<file path="src/hdl/aes_pkg.sv">
// Package: shared types, constants and round functions for the AES encrypt core
`timescale 1ns / 1ps
package aes_pkg;
    localparam int KEY_WORDS = 60;
    localparam int KEY_AW    = 6;
    localparam int KEY_RW    = 4;
    localparam logic [KEY_AW-1:0] KEY_LAST = 6'(KEY_WORDS - 1);

    localparam logic FUNC_LOAD    = 1'b0;
    localparam logic FUNC_ENCRYPT = 1'b1;

    localparam logic [1:0] KS_128 = 2'd0;
    localparam logic [1:0] KS_192 = 2'd1;

    typedef enum logic [2:0] {
        ST_IDLE,
        ST_FETCH,
        ST_ROUND,
        ST_OUT
    } t_state;

    typedef struct packed {
        logic [KEY_RW-1:0] rnd;
    } t_key_req;

    typedef logic [7:0] t_sbox [256];

    localparam t_sbox SBOX = '{
        8'h63,8'h7c,8'h77,8'h7b,8'hf2,8'h6b,8'h6f,8'hc5,8'h30,8'h01,8'h67,8'h2b,8'hfe,8'hd7,8'hab,8'h76,
        8'hca,8'h82,8'hc9,8'h7d,8'hfa,8'h59,8'h47,8'hf0,8'had,8'hd4,8'ha2,8'haf,8'h9c,8'ha4,8'h72,8'hc0,
        8'hb7,8'hfd,8'h93,8'h26,8'h36,8'h3f,8'hf7,8'hcc,8'h34,8'ha5,8'he5,8'hf1,8'h71,8'hd8,8'h31,8'h15,
        8'h04,8'hc7,8'h23,8'hc3,8'h18,8'h96,8'h05,8'h9a,8'h07,8'h12,8'h80,8'he2,8'heb,8'h27,8'hb2,8'h75,
        8'h09,8'h83,8'h2c,8'h1a,8'h1b,8'h6e,8'h5a,8'ha0,8'h52,8'h3b,8'hd6,8'hb3,8'h29,8'he3,8'h2f,8'h84,
        8'h53,8'hd1,8'h00,8'hed,8'h20,8'hfc,8'hb1,8'h5b,8'h6a,8'hcb,8'hbe,8'h39,8'h4a,8'h4c,8'h58,8'hcf,
        8'hd0,8'hef,8'haa,8'hfb,8'h43,8'h4d,8'h33,8'h85,8'h45,8'hf9,8'h02,8'h7f,8'h50,8'h3c,8'h9f,8'ha8,
        8'h51,8'ha3,8'h40,8'h8f,8'h92,8'h9d,8'h38,8'hf5,8'hbc,8'hb6,8'hda,8'h21,8'h10,8'hff,8'hf3,8'hd2,
        8'hcd,8'h0c,8'h13,8'hec,8'h5f,8'h97,8'h44,8'h17,8'hc4,8'ha7,8'h7e,8'h3d,8'h64,8'h5d,8'h19,8'h73,
        8'h60,8'h81,8'h4f,8'hdc,8'h22,8'h2a,8'h90,8'h88,8'h46,8'hee,8'hb8,8'h14,8'hde,8'h5e,8'h0b,8'hdb,
        8'he0,8'h32,8'h3a,8'h0a,8'h49,8'h06,8'h24,8'h5c,8'hc2,8'hd3,8'hac,8'h62,8'h91,8'h95,8'he4,8'h79,
        8'he7,8'hc8,8'h37,8'h6d,8'h8d,8'hd5,8'h4e,8'ha9,8'h6c,8'h56,8'hf4,8'hea,8'h65,8'h7a,8'hae,8'h08,
        8'hba,8'h78,8'h25,8'h2e,8'h1c,8'ha6,8'hb4,8'hc6,8'he8,8'hdd,8'h74,8'h1f,8'h4b,8'hbd,8'h8b,8'h8a,
        8'h70,8'h3e,8'hb5,8'h66,8'h48,8'h03,8'hf6,8'h0e,8'h61,8'h35,8'h57,8'hb9,8'h86,8'hc1,8'h1d,8'h9e,
        8'he1,8'hf8,8'h98,8'h11,8'h69,8'hd9,8'h8e,8'h94,8'h9b,8'h1e,8'h87,8'he9,8'hce,8'h55,8'h28,8'hdf,
        8'h8c,8'ha1,8'h89,8'h0d,8'hbf,8'he6,8'h42,8'h68,8'h41,8'h99,8'h2d,8'h0f,8'hb0,8'h54,8'hbb,8'h16
    };

    function automatic logic [7:0] xtime(input logic [7:0] a);
        return {a[6:0], 1'b0} ^ (a[7] ? 8'h1b : 8'h00);
    endfunction

    // state as 128 bits, byte 0 at the top, column-major
    function automatic logic [127:0] sub_shift(input logic [127:0] s);
        logic [127:0] t;
        for (int c = 0; c < 4; c++) begin
            for (int r = 0; r < 4; r++) begin
                t[127 - 8*(c*4 + r) -: 8] = SBOX[s[127 - 8*(((c + r) % 4)*4 + r) -: 8]];
            end
        end
        return t;
    endfunction

    function automatic logic [127:0] mix_cols(input logic [127:0] s);
        logic [127:0] t;
        logic [7:0]   a0, a1, a2, a3;
        for (int c = 0; c < 4; c++) begin
            a0 = s[127 - 32*c -: 8];
            a1 = s[119 - 32*c -: 8];
            a2 = s[111 - 32*c -: 8];
            a3 = s[103 - 32*c -: 8];
            t[127 - 32*c -: 8] = xtime(a0) ^ xtime(a1) ^ a1 ^ a2 ^ a3;
            t[119 - 32*c -: 8] = a0 ^ xtime(a1) ^ xtime(a2) ^ a2 ^ a3;
            t[111 - 32*c -: 8] = a0 ^ a1 ^ xtime(a2) ^ xtime(a3) ^ a3;
            t[103 - 32*c -: 8] = xtime(a0) ^ a0 ^ a1 ^ a2 ^ xtime(a3);
        end
        return t;
    endfunction
endpackage

</file>
<file path="src/hdl/aes_ram.sv">
// Generic single-port-write, registered-read RAM
`timescale 1ns / 1ps
module aes_ram #(
    parameter int WIDTH = 32,
    parameter int DEPTH = 64
) (
    input  logic                     i_clk,
    input  logic                     i_we,
    input  logic [$clog2(DEPTH)-1:0] i_waddr,
    input  logic [WIDTH-1:0]         i_wdata,
    input  logic [$clog2(DEPTH)-1:0] i_raddr,
    output logic [WIDTH-1:0]         o_rdata
);
    logic [WIDTH-1:0] r_mem [DEPTH];

    always_ff @(posedge i_clk) begin
        if (i_we) begin
            r_mem[i_waddr] <= i_wdata;
        end
        o_rdata <= r_mem[i_raddr];
    end
endmodule

</file>
<file path="src/hdl/aes_keystore.sv">
// Round-key store: four word banks, one 128-bit round key read per cycle
`timescale 1ns / 1ps
module aes_keystore (
    input  logic                          i_clk,
    input  logic                          i_we,
    input  logic [aes_pkg::KEY_AW-1:0]    i_widx,
    input  logic [31:0]                   i_wdata,
    input  aes_pkg::t_key_req             i_req,
    output logic [127:0]                  o_key
);
    logic [127:0] w_rd;
    logic         r_zero;

    // banks hold word c of each round key; depth 16 rounds
    for (genvar c = 0; c < 4; c++) begin : g_bank
        aes_ram #(.WIDTH(32), .DEPTH(16)) u_ram (
            .i_clk  (i_clk),
            .i_we   (i_we && i_widx[1:0] == 2'(c) && i_widx <= aes_pkg::KEY_LAST),
            .i_waddr(i_widx[aes_pkg::KEY_AW-1:2]),
            .i_wdata(i_wdata),
            .i_raddr(i_req.rnd),
            .o_rdata(w_rd[127 - 32*c -: 32])
        );
    end

    // round words beyond the store read as zero
    always_ff @(posedge i_clk) begin
        r_zero <= ({i_req.rnd, 2'b00} > aes_pkg::KEY_LAST);
    end

    assign o_key = r_zero ? 128'd0 : w_rd;
endmodule
</file>
<file path="config.mk">
export PLATFORM = sky130hd
export DESIGN_NAME = aes_keystore
export DESIGN_NICKNAME = d
export VERILOG_FILES = /design/src/hdl/aes_pkg.sv /design/src/hdl/aes_ram.sv /design/src/hdl/aes_keystore.sv
export SDC_FILE = /design/constraint.sdc
export NUM_CORES = 2
export LEC_CHECK = 0
export BUFFER_PORTS_ARGS = -buffer_cell sky130_fd_sc_hd__buf_2
export CAP_MARGIN = 10
export CORE_UTILIZATION = 55
export DETAILED_ROUTE_END_ITERATION = 7
export PLACE_DENSITY = 0.72
export RECOVER_POWER = 50
export SYNTH_ARGS = -nofsm -noshare
export SYNTH_HDL_FRONTEND = slang
export SYNTH_SLANG_ARGS = --single-unit
</file>
<file path="constraint.sdc">
create_clock -name i_clk -period 4.3 [get_ports i_clk]
set_input_delay 0.43 -clock i_clk [delete_from_list [all_inputs] [get_ports i_clk]]
set_output_delay 0.43 -clock i_clk [all_outputs]
set_load 0.03 [all_outputs]
</file>
==> flow_metrics.tcl <==
set metrics [dict create \
    path_cells "clkbuf_2 > clkbuf_2 > mux2i_1 > a22oi_1 > a32oi_1 > o21ai_1" \
    finalPower_mw 44.3 \
    nets 4259 \
    grt.total_usage_pct 25.2 \
    path_clk_slew_ns 0.06 \
    io_pins 172 \
    swShare_pct 21.7 \
    ys_seq_elements 2177 \
    synthCells 3768 \
    ant_nets 0 \
    setup_violations 0 \
    area_delta_synth_final_pct 13.7 \
    crit_start "i_req[1]" \
    critPathArrivalTime_ns 4.24 \
    cts_made_buffers 206 \
    powerDensity_nw_per_um2 477 \
    critPathMaxStageDelay_ns 1.53 \
    globalRouteOverflowTotal 0 \
    grt_max_degree 91 \
    slew_headroom_pct -162 \
    cp_common_cell "clkbuf_2" \
    endpoint_kind "register" \
    post_cts_buffers 0 \
    rows 141 \
    initial_core_util_pct 55.4 \
    dieWidth_microns 387 \
    drive_gt1_share_pct 23.0 \
    violations "max-capacitance violations, max-slew violations" \
    avgSynthCellArea_sq_um 21.7 \
    syn_area_sq_um 81700 \
    fillerInstances 9788 \
    grt_pass1_vias 40200 \
    p_clk_share_pct 40.8 \
    ff2ff_path_depth 3 \
    worst_pin_slew_ns 3.92 \
    fin_setup_tns_ns 0 \
    io_buffers 171 \
    pwr-share-comb_pct 5.7 \
    rsz0062_at_grt "false" \
    finClkSkew_ns 0.0337 \
    first_pass_iters 5 \
    drc 0 \
    outcome "finished with violations" \
    dp_hpwl_mm 104 \
    cp-start-kind "primary input" \
    vdd_drop_max_mv 0.375 \
    vias 39500 \
    p_sw_mw 9.61 \
    reg2reg_from "g_bank[2].u_ram.r_mem[11][25]" \
    core_sq_um 147000 \
    gp_congestion 0.780 \
    drt_wl_total_mm 187 \
    die_y_microns 387 \
    final_common_cell "edfxtp_1" \
    reg2reg_slack_ns 2.73 \
    slowest_stage "clkbuf_2" \
    synth_cell_type_count 25 \
    drtIter0Drc 4703 \
    clkLatencyLatePin_ns 0.85 \
    layout_common_cells "edfxtp_1, mux4_2, mux2i_1" \
    cp.required_ns 5.01 \
    cts.htree.levels 4 \
    ys_seq_area_share_pct 78.5 \
    drv_cap 50 \
    grt_pass1_wl_mm 274 \
    timing.rr.end "g_bank[2].u_ram.o_rdata[25]" \
    seq_power_share_pct 53.5 \
    min_path_type "primary input to register" \
    cts_root_buf "clkbuf_16" \
    critPathCapture "g_bank[0].u_ram.o_rdata[5]" \
    worst-path-max-fanout 57 \
    finalHoldViolations 0 \
    post_cts_resized 0 \
    die_area_sq_um 150000 \
    cts.sinks 2177 \
    crit_type "primary input to register" \
    ys_warn_count 0 \
    cts_tree "built" \
    period_needed_ns 3.53 \
    fmax_mhz 283 \
    postCtsHoldBufs 1 \
    antenna_found_initial 18 \
    period_share_pct 82.0 \
    power.leakage_nw 30.5 \
    clock_path_buffers 3 \
    slew_viol_final 2042 \
    vias_per_cell 6.23 \
    p_int_mw 34.7 \
    wl_per_cell_microns 29.5 \
]
power by group through the flow:
stage / registers [mW] / logic, mW / clock network, mW
2_1_floorplan: 24.0 / 1.56 / 0
3_3_place_gp: 24.1 / 2.49 / 0
3_5_place_dp: 24.1 / 2.54 / 0
4_1_cts: 23.7 / 2.55 / 18.3
5_1_grt: 23.7 / 2.67 / 19.1
6_report: 23.7 / 2.51 / 18.1
layer usage:
layer,global-route usage [%],part of all wire [%],wire [microns],vias up
li1,-,-,-,16500
met1,35.6,40,74300,20800
met2,41.5,50,93100,1813
met3,3.77,8.1,15100,264
met4,6.39,2.2,4170,8
met5,0,0.023,43,-
critical path: cells and delay by family:
kind | cells | cell delay, ns
AOI/OAI and AO/OA | 3 | 0.66
buffers and inverters | 2 | 2.78
muxes | 1 | 0.29
registers in the layout, summed over array words and instances (netlist names):
| name | flops |
|---|---|
| g_bank.u_ram.r_mem | 2048 |
| g_bank.u_ram.o_rdata | 128 |
| r_zero | 1 |
layout make-up:
cell class	instances	area, sq um	share of cell area, %
flip-flops and latches	2177	64100	69.0
multi-input cells	1500	17300	18.6
clock buffers	294	5670	6.10
well taps	1930	2410	2.60
repair buffers	329	2240	2.41
clock inverters	95	1160	1.25
inverters	1	8.76	0.00943
diodes	3	7.51	0.00808
through the flow:
step | area, sq um | utilization, % | std cells | setup slack [ns] | hold WS [ns]
2_1_floorplan | 82200 | - | 3895 | 1.21 | 0.529
6_report | 92900 | 63.0 | 6329 | 0.773 | 0.138
3_3_place_gp | 86200 | 58.5 | 5935 | 1.22 | 0.655
5_1_grt | 92900 | 63.0 | 6326 | 0.576 | 0.154
4_1_cts | 93100 | 63.1 | 6325 | 1.10 | 0.0427
3_5_place_dp | 86200 | 58.5 | 5935 | 1.19 | 0.671
synth_stat cells:
cell	n	area (sq um)
o21ai_1	128	641
a32oi_1	128	1120
or3b_2	1	8.76
and2_1	1	6.26
buf_1	7	26.3
edfxtp_1	2048	61500
a22oi_1	128	961
nor2_1	63	236
nor2b_1	133	832
nand2b_1	2	12.5
buf_6	19	214
inv_1	1	3.75
nand3_1	6	30.0
nand4_1	2	12.5
nand2_1	9	33.8
buf_4	36	270
nand4b_1	1	8.76
buf_2	71	355
mux4_2	384	8650
dfxtp_1	129	2580
nand3b_1	1	7.51
clkbuf_1	84	315
mux2i_1	384	3840
conb_1	1	3.75
and3_1	1	6.26
cells by family after synthesis:
logic type | count (synthesis) | synth area share, %
other | 1 | 0.00459
AND/OR/NAND/NOR | 220 | 1.46
flip-flops | 2177 | 78.5
AO/OA/AOI/OAI | 384 | 3.33
buffers and inverters | 218 | 1.45
multiplexers | 768 | 15.3
how the worst min path moves through the flow:
stage                                      start                            to  cells past startpoint  slack (ns)
floorplan                             i_wdata[0]   g_bank[0].u_ram.r_mem[0][0]                      0        0.53
global placement     g_bank[1].u_ram.r_mem[3][6]    g_bank[1].u_ram.o_rdata[6]                      3        0.66
detailed placement  g_bank[0].u_ram.r_mem[2][24]   g_bank[0].u_ram.o_rdata[24]                      3        0.67
CTS                                  i_wdata[18]  g_bank[3].u_ram.r_mem[7][18]                      1        0.04
global route                            i_req[3]   g_bank[0].u_ram.o_rdata[26]                      3        0.15
finish                                  i_req[3]    g_bank[0].u_ram.o_rdata[6]                      3        0.14
No activity file was read; power rests on OpenSTA's default activity.
